$ cat config.mk
export PLATFORM = sky130hd
export DESIGN_NAME = parallel_job_core_scheduler
export DESIGN_NICKNAME = d
export VERILOG_FILES = /design/src/sv/pjcs_pkg.sv /design/src/sv/pjcs_cell.sv /design/src/sv/parallel_job_core_scheduler.sv
export SDC_FILE = /design/constraint.sdc
export NUM_CORES = 2
export LEC_CHECK = 0
export ABC_AREA = 1
export BUFFER_PORTS_ARGS = -buffer_cell sky130_fd_sc_hd__clkbuf_2
export CAP_MARGIN = 0
export CORE_MARGIN = 3
export CORE_UTILIZATION = 39
export CTS_CLUSTER_DIAMETER = 40
export CTS_CLUSTER_SIZE = 25
export DETAILED_ROUTE_END_ITERATION = 7
export GPL_ROUTABILITY_DRIVEN = 0
export GPL_TIMING_DRIVEN = 0
export PLACE_DENSITY_LB_ADDON = 0.3
export SLEW_MARGIN = 20
export SYNTH_ARGS = -nofsm -noshare
export SYNTH_HDL_FRONTEND = slang
export SYNTH_SLANG_ARGS = --single-unit
$ cat constraint.sdc
create_clock -name i_clk -period 64.4 [get_ports i_clk]
set_clock_uncertainty 0.1 [all_clocks]
set_input_delay 9.66 -clock i_clk [delete_from_list [all_inputs] [get_ports i_clk]]
set_output_delay 9.66 -clock i_clk [all_outputs]
set_load 0.01 [all_outputs]
$ cat src/sv/pjcs_pkg.sv
// Package for the parallel job core scheduler: field widths, the controller
// states, the cell operation codes, the cell control struct and the link struct passed along the cell ring.
// No dependencies.
`default_nettype none

package pjcs_pkg;

    localparam int ID_W          = 16;
    localparam int TIME_W        = 32;
    localparam int WANT_W        = 6;
    localparam int CORE_W        = 4;
    localparam int CMP_W         = WANT_W + 1;
    localparam int DEF_NUM_CORES = 16;

    // Controller states
    typedef enum logic [2:0] {
        ST_IDLE,
        ST_ERR,
        ST_COUNT,
        ST_MARK,
        ST_PICK,
        ST_CALC,
        ST_ASSIGN
    } t_state;

    // Operation applied to every cell at once
    typedef enum logic [2:0] {
        CELL_HOLD,
        CELL_LOAD,
        CELL_COUNT,
        CELL_MARK,
        CELL_ROTATE
    } t_cell_op;

    typedef struct packed {
        t_cell_op            op;
        logic [WANT_W-1:0]   rank;
    } t_cell_ctrl;

    // Data a cell hands to its left neighbor
    typedef struct packed {
        logic [TIME_W-1:0]   free_time;
        logic [TIME_W-1:0]   trav;
        logic                flag;
    } t_cell_link;

endpackage

`default_nettype wire

$ cat src/sv/pjcs_cell.sv
// One scheduler cell: holds the free time of one core, counts rank against
// values passing on the ring, and rotates its contents to its left neighbor.
// Depends on pjcs_pkg.
`default_nettype none

module pjcs_cell #(
    parameter int CNT_W = 5
) (
    input  wire                        i_clk,
    input  wire                        i_rst_n,
    input  wire pjcs_pkg::t_cell_ctrl  i_ctrl,
    input  wire pjcs_pkg::t_cell_link  i_next,
    output pjcs_pkg::t_cell_link       o_link
);
    import pjcs_pkg::*;

    logic [TIME_W-1:0] r_free_time, n_free_time;
    logic [TIME_W-1:0] r_trav, n_trav;
    logic [CNT_W-1:0]  r_below, n_below;
    logic [CNT_W-1:0]  r_at_below, n_at_below;
    logic              r_flag, n_flag;
    logic              rank_hit;

    // Rank test: this value sits at the requested rank
    assign rank_hit = (CMP_W'(r_below) < CMP_W'(i_ctrl.rank)) &&
                      (CMP_W'(i_ctrl.rank) <= CMP_W'(r_at_below));

    // Apply the cycle's operation
    always_comb begin
        n_free_time = r_free_time;
        n_trav      = r_trav;
        n_below     = r_below;
        n_at_below  = r_at_below;
        n_flag      = r_flag;
        case (i_ctrl.op)
            CELL_LOAD: begin
                n_trav     = r_free_time;
                n_below    = '0;
                n_at_below = '0;
            end
            CELL_COUNT: begin
                n_below    = r_below + CNT_W'(r_trav < r_free_time);
                n_at_below = r_at_below + CNT_W'(r_trav <= r_free_time);
                n_trav     = i_next.trav;
            end
            CELL_MARK: begin
                n_flag = rank_hit;
            end
            CELL_ROTATE: begin
                n_free_time = i_next.free_time;
                n_flag      = i_next.flag;
            end
            default: begin
            end
        endcase
    end

    // Free time is architectural state and clears on reset
    always_ff @(posedge i_clk) begin
        if (!i_rst_n) begin
            r_free_time <= '0;
        end else begin
            r_free_time <= n_free_time;
        end
    end

    // Working registers
    always_ff @(posedge i_clk) begin
        r_trav     <= n_trav;
        r_below    <= n_below;
        r_at_below <= n_at_below;
        r_flag     <= n_flag;
    end

    assign o_link.free_time = r_free_time;
    assign o_link.trav      = r_trav;
    assign o_link.flag      = r_flag;

endmodule

`default_nettype wire

$ cat src/sv/parallel_job_core_scheduler.sv
// Parallel job core scheduler: a ring of NUM_CORES cells, one per core.
// Per job: a rank counting pass over the ring, a mark step, a pass to collect the
// ranked value, a step to form the start time, then NUM_CORES assignment steps,
// one per cycle unless the output stalls. A rejected job skips these and emits a
// single error result. One job is worked on at a time; no input is taken until it is done.
// Synchronous active-low reset clears all core free times at once; no clearing pass.
`default_nettype none

module parallel_job_core_scheduler #(
    parameter int NUM_CORES = pjcs_pkg::DEF_NUM_CORES
) (
    input  wire                            i_clk,
    input  wire                            i_rst_n,
    input  wire                            i_in_valid,
    output logic                           o_in_ready,
    input  wire  [pjcs_pkg::ID_W-1:0]      i_job_id,
    input  wire  [pjcs_pkg::TIME_W-1:0]    i_arrival_time,
    input  wire  [pjcs_pkg::WANT_W-1:0]    i_cores_wanted,
    input  wire  [pjcs_pkg::TIME_W-1:0]    i_run_time,
    output logic                           o_out_valid,
    input  wire                            i_out_ready,
    output logic [pjcs_pkg::ID_W-1:0]      o_out_job_id,
    output logic [pjcs_pkg::TIME_W-1:0]    o_start_time,
    output logic [pjcs_pkg::TIME_W-1:0]    o_end_time,
    output logic [pjcs_pkg::CORE_W-1:0]    o_core_index,
    output logic                           o_last,
    output logic                           o_error
);
    import pjcs_pkg::*;

    localparam int CW    = (NUM_CORES > 1) ? $clog2(NUM_CORES) : 1;
    localparam int KW    = $clog2(NUM_CORES + 1);
    localparam logic [CMP_W-1:0] NC_LIMIT = CMP_W'(NUM_CORES);
    localparam logic [CW-1:0]    STEP_END = CW'(NUM_CORES - 1);

    t_state              r_state, n_state;
    logic [CW-1:0]       r_step, n_step;
    logic [KW-1:0]       r_left, n_left;
    logic [ID_W-1:0]     r_job_id, n_job_id;
    logic [TIME_W-1:0]   r_arrival, n_arrival;
    logic [WANT_W-1:0]   r_want, n_want;
    logic [TIME_W-1:0]   r_run, n_run;
    logic [TIME_W-1:0]   r_kth, n_kth;
    logic [TIME_W-1:0]   r_start, n_start;

    logic                r_out_valid, n_out_valid;
    logic [ID_W-1:0]     r_out_job_id, n_out_job_id;
    logic [TIME_W-1:0]   r_out_start, n_out_start;
    logic [TIME_W-1:0]   r_out_end, n_out_end;
    logic [CORE_W-1:0]   r_out_core, n_out_core;
    logic                r_out_last, n_out_last;
    logic                r_out_error, n_out_error;

    logic                in_accept;
    logic                bad_want;
    logic                slot_free;
    logic                step_last;
    logic                take;
    logic                step_go;
    logic [TIME_W:0]     end_sum;
    logic [TIME_W-1:0]   end_time;

    t_cell_ctrl          cell_ctrl;
    t_cell_link          cell_out [NUM_CORES];
    t_cell_link          cell_in  [NUM_CORES];
    t_cell_link          wrap_link;

    // Status shared by the controller and datapath
    assign in_accept = i_in_valid && o_in_ready;
    assign bad_want  = (i_cores_wanted == '0) || ({1'b0, i_cores_wanted} > NC_LIMIT);
    assign slot_free = !r_out_valid || i_out_ready;
    assign step_last = (r_step == STEP_END);
    assign take      = (r_left != '0) && (cell_out[0].free_time <= r_start);
    assign step_go   = !take || slot_free;
    assign end_sum   = {1'b0, r_start} + {1'b0, r_run};
    assign end_time  = end_sum[TIME_W] ? '1 : end_sum[TIME_W-1:0];

    // Close the ring; the head writes the end time into a core it takes
    always_comb begin
        wrap_link = cell_out[0];
        if (r_state == ST_ASSIGN && take) begin
            wrap_link.free_time = end_time;
        end
    end

    // Row of cells, each fed by its right neighbor
    for (genvar g = 0; g < NUM_CORES; g++) begin : g_cell
        if (g == NUM_CORES - 1) begin : g_tail
            assign cell_in[g] = wrap_link;
        end else begin : g_body
            assign cell_in[g] = cell_out[g+1];
        end

        pjcs_cell #(
            .CNT_W (KW)
        ) u_cell (
            .i_clk   (i_clk),
            .i_rst_n (i_rst_n),
            .i_ctrl  (cell_ctrl),
            .i_next  (cell_in[g]),
            .o_link  (cell_out[g])
        );
    end

    // Next state
    always_comb begin
        n_state = r_state;
        unique case (r_state)
            ST_IDLE: begin
                if (in_accept) begin
                    n_state = bad_want ? ST_ERR : ST_COUNT;
                end
            end
            ST_ERR: begin
                if (slot_free) begin
                    n_state = ST_IDLE;
                end
            end
            ST_COUNT: begin
                if (step_last) begin
                    n_state = ST_MARK;
                end
            end
            ST_MARK: begin
                n_state = ST_PICK;
            end
            ST_PICK: begin
                if (step_last) begin
                    n_state = ST_CALC;
                end
            end
            ST_CALC: begin
                n_state = ST_ASSIGN;
            end
            ST_ASSIGN: begin
                if (step_go && step_last) begin
                    n_state = ST_IDLE;
                end
            end
            default: begin
                n_state = ST_IDLE;
            end
        endcase
    end

    // Controller outputs
    always_comb begin
        o_in_ready     = 1'b0;
        cell_ctrl.op   = CELL_HOLD;
        cell_ctrl.rank = r_want;
        unique case (r_state)
            ST_IDLE: begin
                o_in_ready = 1'b1;
                if (in_accept) begin
                    cell_ctrl.op = CELL_LOAD;
                end
            end
            ST_COUNT:  cell_ctrl.op = CELL_COUNT;
            ST_MARK:   cell_ctrl.op = CELL_MARK;
            ST_PICK:   cell_ctrl.op = CELL_ROTATE;
            ST_ASSIGN: cell_ctrl.op = step_go ? CELL_ROTATE : CELL_HOLD;
            default:   cell_ctrl.op = CELL_HOLD;
        endcase
    end

    // Datapath and result register
    always_comb begin
        n_step       = r_step;
        n_left       = r_left;
        n_job_id     = r_job_id;
        n_arrival    = r_arrival;
        n_want       = r_want;
        n_run        = r_run;
        n_kth        = r_kth;
        n_start      = r_start;
        n_out_valid  = r_out_valid && !i_out_ready;
        n_out_job_id = r_out_job_id;
        n_out_start  = r_out_start;
        n_out_end    = r_out_end;
        n_out_core   = r_out_core;
        n_out_last   = r_out_last;
        n_out_error  = r_out_error;

        // Capture the job
        if (r_state == ST_IDLE && in_accept) begin
            n_job_id  = i_job_id;
            n_arrival = i_arrival_time;
            n_want    = i_cores_wanted;
            n_run     = i_run_time;
            n_left    = KW'(i_cores_wanted);
            n_step    = '0;
        end

        // Advance the ring step counter
        if (r_state == ST_COUNT || r_state == ST_PICK ||
            (r_state == ST_ASSIGN && step_go)) begin
            n_step = step_last ? '0 : r_step + CW'(1);
        end

        // Collect the ranked free time as it passes the head
        if (r_state == ST_MARK) begin
            n_kth = '0;
        end
        if (r_state == ST_PICK && cell_out[0].flag) begin
            n_kth = cell_out[0].free_time;
        end

        // Start at the later of arrival and the ranked free time
        if (r_state == ST_CALC) begin
            n_start = (r_kth < r_arrival) ? r_arrival : r_kth;
        end

        // Emit the rejection transaction
        if (r_state == ST_ERR && slot_free) begin
            n_out_valid  = 1'b1;
            n_out_job_id = r_job_id;
            n_out_start  = '0;
            n_out_end    = '0;
            n_out_core   = '0;
            n_out_last   = 1'b1;
            n_out_error  = 1'b1;
        end

        // Emit one transaction per core taken at the head
        if (r_state == ST_ASSIGN && take && slot_free) begin
            n_out_valid  = 1'b1;
            n_out_job_id = r_job_id;
            n_out_start  = r_start;
            n_out_end    = end_time;
            n_out_core   = CORE_W'(r_step);
            n_out_last   = (r_left == KW'(1));
            n_out_error  = 1'b0;
            n_left       = r_left - KW'(1);
        end
    end

    // Control registers
    always_ff @(posedge i_clk) begin
        if (!i_rst_n) begin
            r_state     <= ST_IDLE;
            r_out_valid <= 1'b0;
        end else begin
            r_state     <= n_state;
            r_out_valid <= n_out_valid;
        end
    end

    // Payload registers
    always_ff @(posedge i_clk) begin
        r_step       <= n_step;
        r_left       <= n_left;
        r_job_id     <= n_job_id;
        r_arrival    <= n_arrival;
        r_want       <= n_want;
        r_run        <= n_run;
        r_kth        <= n_kth;
        r_start      <= n_start;
        r_out_job_id <= n_out_job_id;
        r_out_start  <= n_out_start;
        r_out_end    <= n_out_end;
        r_out_core   <= n_out_core;
        r_out_last   <= n_out_last;
        r_out_error  <= n_out_error;
    end

    assign o_out_valid  = r_out_valid;
    assign o_out_job_id = r_out_job_id;
    assign o_start_time = r_out_start;
    assign o_end_time   = r_out_end;
    assign o_core_index = r_out_core;
    assign o_last       = r_out_last;
    assign o_error      = r_out_error;

    // The assignment pass must take exactly the requested number of cores
    a_all_taken: assert property (@(posedge i_clk) disable iff (!i_rst_n)
        (r_state == ST_ASSIGN && step_go && step_last) |->
            (r_left == '0 || (r_left == KW'(1) && take)))
        else $error("assignment pass ended with cores still owed");

    // A job is worked on alone: no second transaction right after acceptance
    a_one_job: assert property (@(posedge i_clk) disable iff (!i_rst_n)
        in_accept |=> !o_in_ready)
        else $error("input accepted twice in a row");

    // Rejections carry zero timing fields and close the job
    a_err_shape: assert property (@(posedge i_clk) disable iff (!i_rst_n)
        (o_out_valid && o_error) |->
            (o_last && o_start_time == '0 && o_end_time == '0 && o_core_index == '0))
        else $error("malformed rejection result");

endmodule

`default_nettype wire
# ---- Yosys cells after proc, flatten, opt, wreduce, memory -nomap -nowiden
# Index checks and enable logic that the tools add are counted.
# Widths: inputs -> output; s select.
dict set report word_totals {
  reg_bits 1449
  elab_cells 355
}
dict set report op_classes {
  n_addsub 35
  magnitude_cmp 67
  n_eq_ne 17
  muxes 96
  n_reduce_logical 44
}
# operator count
set op_table {}
lappend op_table {{$pmux 32 s2} 16}
lappend op_table {{$le 32x32->1} 17}
lappend op_table {{$lt 32x32->1} 17}
lappend op_table {{$pmux 5 s2} 32}
lappend op_table {{$mux 32} 8}
lappend op_table {{$add 5x1->5} 32}
lappend op_table {{$le 6x5->1} 16}
lappend op_table {{$lt 5x6->1} 16}
lappend op_table {{$add 32x32->33} 1}
lappend op_table {{$mux 16} 2}
lappend op_table {{$pmux 1 s2} 16}
lappend op_table {{$logic_and 1x1->1} 26}
lappend op_table {{$pmux 3 s7} 1}
lappend op_table {{$mux 4} 5}
lappend op_table {{$mux 3} 6}
lappend op_table {{$pmux 3 s5} 1}
lappend op_table {{$eq 3x2->1 const B} 4}
lappend op_table {{$eq 3x3->1 const B} 4}
lappend op_table {{$reduce_bool 2->1} 6}
lappend op_table {{$mux 5} 2}
lappend op_table {{$ne 2x2->1 const B} 4}
lappend op_table {{$eq 3x1->1 const B} 2}
lappend op_table {{$gt 6x5->1 const B} 1}
lappend op_table {{$logic_not 6->1} 1}
lappend op_table {{12 further kinds} 23}

# ---- Longest topological paths before layout
dict set report logic_depth {
  ltp_word 8
  depth_mapped 21
}

# ---- Hierarchy
# From an unflattened synthesis, not the netlist that was laid out.
dict set report hier_totals {
  cells_unflattened 8506
  area_unflattened_um2 77838.4
}
# module n_inst cells_each area_each_um2 seq_area_each_um2
set by_module_without_submodules {}
lappend by_module_without_submodules {{pjcs_cell (g_cell[0].u_cell ...)} 14 452 4042.6 1931.9}
lappend by_module_without_submodules {parallel_job_core_scheduler 1 1275 13138.9 7427.1}
lappend by_module_without_submodules {{pjcs_cell (g_cell[1].u_cell)} 1 450 4061.4 1931.9}
lappend by_module_without_submodules {{pjcs_cell (g_cell[9].u_cell)} 1 453 4041.4 1931.9}

# ---- Worst setup path after synthesis
# Ideal clock, no wire load.
dict set report synth_timing {
  path_kind {input to register}
  startpoint {input i_in_valid}
  endpoint {register g_cell[0].u_cell.r_at_below[0], enable pin}
  setup_ns 1.071
  arrival_ns 27.744
  required_time_ns 63.229
  setup_slack_ns 35.485
  cell_stages 4
  path_buffers 0
  path_cell_list {inv_1 > nor2_1 > inv_1 > nand2_1}
}
dict set report synth_between {
  elab_chain_len 5
  elab_cells_between_ends 6
  classes_between {2 x eq/ne; 2 x mux; 2 x reduce/logical}
}
# element line_no
set synth_lines {}
lappend synth_lines {{start, declared} parallel_job_core_scheduler.sv:14} ;# input wire i_in_valid,
lappend synth_lines {{$logic_and 1x1->1 (*)} parallel_job_core_scheduler.sv:69} ;# assign in_accept = i_in_valid && o_in_ready;
lappend synth_lines {{$mux 1 (*)} parallel_job_core_scheduler.sv:154} ;# if (in_accept) begin
lappend synth_lines {{$pmux 3 s5 (*)} parallel_job_core_scheduler.sv:151} ;# unique case (r_state)
lappend synth_lines {{$eq 3x1->1 or $eq 3x2->1 (tied branches)} pjcs_cell.sv:35} ;# case (i_ctrl.op)
lappend synth_lines {{$reduce_bool 2->1 (no line) (*)} n/a}
lappend synth_lines {{end signal, assigned} pjcs_cell.sv:71} ;# r_at_below <= n_at_below;
lappend synth_lines {{end, declared} pjcs_cell.sv:20} ;# logic [CNT_W-1:0] r_at_below, n_at_below;
# Mark *: on every way between the ends. The rest lies on a longest branch, timed or not.
# A chain may end at the register's enable or synchronous reset.

# ---- Worst setup path after layout
dict set report layout_timing {
  startpoint {input i_out_ready}
  endpoint {register g_cell[7].u_cell.r_flag, enable pin}
}
dict set report layout_between {
  elab_chain_len 6
  elab_cells_between_ends 7
  classes_between {2 x eq/ne; 2 x mux; 3 x reduce/logical}
}
# element line_no
set layout_lines {}
lappend layout_lines {{start, declared} parallel_job_core_scheduler.sv:21} ;# input wire i_out_ready,
lappend layout_lines {{$logic_or 1x1->1 (*)} parallel_job_core_scheduler.sv:71} ;# assign slot_free = !r_out_valid || i_out_ready;
lappend layout_lines {{$logic_or 1x1->1 (*)} parallel_job_core_scheduler.sv:74} ;# assign step_go = !take || slot_free;
lappend layout_lines {{$mux 3 (*)} parallel_job_core_scheduler.sv:161} ;# ST_ASSIGN: cell_ctrl.op = step_go ? CELL_ROTATE : CELL_HOLD;
lappend layout_lines {{$pmux 3 s5 (*)} parallel_job_core_scheduler.sv:151}
lappend layout_lines {{$eq 3x2->1 or $eq 3x3->1 (tied branches)} pjcs_cell.sv:35}
lappend layout_lines {{$reduce_bool 2->1 (no line) (*)} n/a}
lappend layout_lines {{end signal, assigned} pjcs_cell.sv:72} ;# r_flag <= n_flag;
lappend layout_lines {{end, declared} pjcs_cell.sv:21} ;# logic r_flag, n_flag;
# Marks and branches as above.

==> flow_summary_export.csv <==
group,metric,value,unit
yosys,yosys_warnings,0,
sta,hold_violation_total_from_the_final_report,0,
run_status,status,"finished, final reports clean",
place,preCtsSetupSlack,51.63,ns
global_routing,grt_first_pass_wirelength,354000,um
critical_path,path_class,"input port to flop",
job,drv_cap,0,
sta,finalMaxSlewViolations,0,
critical_path,start_kind,"input port",
layout,num-fill-cells,18100,
clocking,post_cts.repair.setup_buffers,0,
sta,timing.setup.tns,0,ns
pwr,cellPowerDensity,54.0,nW/um^2
clocking,clkSinkCount,1449,
yosys,postSynth.asyncResetShare,0,
drt,num_vias,60800,
sta,worst_hold_check_slack,0.316,ns
floorplan,floorplan.initialDensity,0.394,
sta,timing.slew.headroom,0.169,
sta,setup_viol,0,
yosys,synth_top_cells_by_area,"sky130_fd_sc_hd__edfxtp_1 37%, sky130_fd_sc_hd__dfxtp_1 14%, sky130_fd_sc_hd__ha_1 14%, sky130_fd_sc_hd__o21ai_0 7.5%, sky130_fd_sc_hd__nor2_1 7.0%",
layout,finish.net_count,9651,
critical_path,cp.arrival,12.21,ns
drt,number_of_drc_markers_after_the_initial_detailed_route_iteration,5609,
sta,fmax,83.7,MHz
clocking,post_cts_clock_slew_at_the_launch_and_capture_registers_of_the_worst_setup_and_hold_paths,0.05,ns
drt,routed_via_density,5.31,
pwr,vdd.ir_drop.worst,0.0266,mV
yosys,number_of_synthesized_flops_with_an_enable_pin,932,
layout,fin_util,0.458,
yosys,synth_flop_cell,"sky130_fd_sc_hd__edfxtp_1",
yosys,synth_nets,9230,
critical_path,worstPathMaxFanout,16,
clocking,cts_max_level,4,
clocking,root_buffer,"sky130_fd_sc_hd__clkbuf_16",
sta,layout_setup_ws,52.46,ns
drt,routed_wire_length_per_instance,20.5,um
critical_path,critPathRequiredTime,64.67,ns
global_routing,gr-usage-all-layers,0.232,
clocking,cts_resized,0,
global_routing,number_of_antenna_violations_at_the_first_check_in_global_routing,9,
drt,wl,234000,um
clocking,cts-buffers-inserted,218,
yosys,synth_largest_area_cell,"sky130_fd_sc_hd__edfxtp_1",
clocking,clk_latency,0.85,ns
floorplan,floorplan.die_area,198000,um^2
yosys,ys_ff_latch,1449,
critical_path,timing.critical_path.to_type,"flop",
layout,layout-drive-gt1-share,0.0760,
clocking,ctsHoldBuffers,0,
layout,syn_to_final_growth,16.4,%
global_routing,first_global_vias,59400,
clocking,tritoncts,"yes",
global_routing,grt_max_degree,54,
yosys,postSynthCellCount,8321,
drt,detail-route-antenna-nets,0,
place,dpl.hpwl,181000,um
yosys,synthesis.area,75100,um^2
yosys,synth.yosys.seq_area_share,0.510,
yosys,avgSynthCellArea,9.03,um^2
sta,worst_pin_slew,1.24,ns
place,port_buffers,176,
floorplan,dieHeight,445,um
floorplan,number_of_top_level_design_ports,178,
yosys,yosys.area.top_type_share,0.373,
drt,drc_errors,0,
floorplan,die_width,445,um
global_routing,grt_remaining_overflow,0,
clocking,clockBufferDepth,3,
sta,grt_setup_unrepaired,"no",
floorplan,num_rows,160,
floorplan,fp.coreArea,191000,um^2
yosys,synth_cell_type_count,49,
drt,drt_first_pass_iters,7,
pwr,power.leakage,36.8,nW
hold_path,min-delay-path-class,"flop to flop",
sta,final_period_utilization,0.185,
sta,finalWorstPathRequiredPeriod,11.94,ns
## synthesized netlist by cell type (3+ instances only)
cell type	count
sky130_fd_sc_hd__a32oi_1	7
sky130_fd_sc_hd__nand2b_1	3
sky130_fd_sc_hd__nor4_1	12
sky130_fd_sc_hd__xor2_1	31
sky130_fd_sc_hd__nor2_2	3
sky130_fd_sc_hd__a31oi_1	7
sky130_fd_sc_hd__or2_2	17
sky130_fd_sc_hd__o2111ai_1	13
sky130_fd_sc_hd__edfxtp_1	932
sky130_fd_sc_hd__o21a_1	47
sky130_fd_sc_hd__dfxtp_1	517
sky130_fd_sc_hd__buf_4	6
sky130_fd_sc_hd__inv_1	974
sky130_fd_sc_hd__nor4b_1	9
sky130_fd_sc_hd__ha_1	818
sky130_fd_sc_hd__o21ai_1	126
sky130_fd_sc_hd__a211oi_1	23
sky130_fd_sc_hd__o211ai_1	49
sky130_fd_sc_hd__xnor2_1	19
sky130_fd_sc_hd__buf_2	42
sky130_fd_sc_hd__nor2_1	1396
sky130_fd_sc_hd__nor3_1	49
sky130_fd_sc_hd__nand3_1	172
sky130_fd_sc_hd__nand4_1	77
sky130_fd_sc_hd__a31o_2	3
sky130_fd_sc_hd__buf_1	4
sky130_fd_sc_hd__a21oi_1	403
sky130_fd_sc_hd__and3_1	7
sky130_fd_sc_hd__o21ai_0	1123
sky130_fd_sc_hd__o31ai_1	6
sky130_fd_sc_hd__nand2_1	1096
sky130_fd_sc_hd__a21o_1	17
sky130_fd_sc_hd__clkbuf_1	281
sky130_fd_sc_hd__o221ai_1	11
## cell families after synthesis
family | synth area share
buffers and inverters | 0.0665
flip-flops | 0.510
AND/OR/NAND/NOR | 0.151
AO/OA/AOI/OAI | 0.130
XOR/XNOR | 0.00583
adder cells (fa/ha/maj) | 0.136
## worst paths after layout
| kind | startpoint | end | slack, ns | cells after the start |
|---|---|---|---|---|
| setup reg to reg | g_cell[5].u_cell.r_free_time[31] | g_cell[5].u_cell.r_at_below[2] | 59.75 | 12 |
| setup / recovery | i_out_ready | g_cell[7].u_cell.r_flag | 52.46 | 7 |
| hold reg to reg | r_job_id[13] | o_out_job_id[13] | 0.32 | 0 |
| hold / removal | r_job_id[13] | o_out_job_id[13] | 0.32 | 0 |
## stage by stage
stage / power (mW) / cells / instance area, um^2
floorplan: 2.96 / 8321 / 75100
global placement: 3.67 / 11000 / 79200
detailed placement: 3.48 / 11000 / 79800
CTS: 4.71 / 11500 / 87400
global route: 5.03 / 11500 / 87400
finish: 4.72 / 11500 / 87400
## power by group
group	internal, mW	switching (mW)
Combinational	0.583	1.15
Clock	0.735	0.485
Sequential	1.47	0.289
Total	2.79	1.93
## layout make-up
type                    instances  area, um^2  share of cell area
diodes                          8        20.0            0.000229
plain buffers                 333        1330              0.0152
clock buffers                 278        6180              0.0706
clock inverters               139        1470              0.0168
inverters                     977        3670              0.0419
multi-input cells            5562       31800               0.364
flip-flops and latches       1449       38300               0.438
well taps                    2511        3140              0.0359
repair buffers                201        1440              0.0165
## flip-flops by register name, summed over array words and instances (netlist names)
register	flops
g_cell.u_cell.r_at_below	80
g_cell.u_cell.r_below	80
g_cell.u_cell.r_flag	16
g_cell.u_cell.r_free_time	512
g_cell.u_cell.r_trav	512
o_core_index	4
o_end_time	32
o_error	1
o_last	1
o_out_job_id	16
o_out_valid	1
o_start_time	32
r_arrival	32
r_job_id	16
r_kth	32
r_left	5
r_run	32
r_start	32
r_state	3
r_step	4
r_want	6
## metal layers
metal,global-route usage,up-vias,part of all wire
met2,0.377,2085,0.46
met5,0,-,0
met1,0.308,29100,0.43
met3,0.0362,464,0.068
li1,-,29200,-
met4,0.0949,0,0.040
## worst max-delay path, stage by stage
cell	delay [ns]
sky130_fd_sc_hd__clkbuf_2	0.08
sky130_fd_sc_hd__nor2_1	0.33
sky130_fd_sc_hd__nand3_2	0.19
sky130_fd_sc_hd__o21ai_4	0.40
sky130_fd_sc_hd__buf_2	0.42
sky130_fd_sc_hd__buf_2	0.46
sky130_fd_sc_hd__nand2_1	0.63
## layout by cell type (no fill, tap or decap), drive strengths merged, types with 19 or more instances in the layout
cell type     n
xnor2        19
a21oi       404
dfxtp       517
nand2      1097
xor2         31
buf          77
o21ai      1250
clkinv       52
nor3         50
nand3       174
inv        1036
nand4        77
o21a         47
clkbuf      735
ha          818
nor2       1399
o211ai       49
edfxtp      932
a211oi       23
Power figures use the tool's default switching activity.
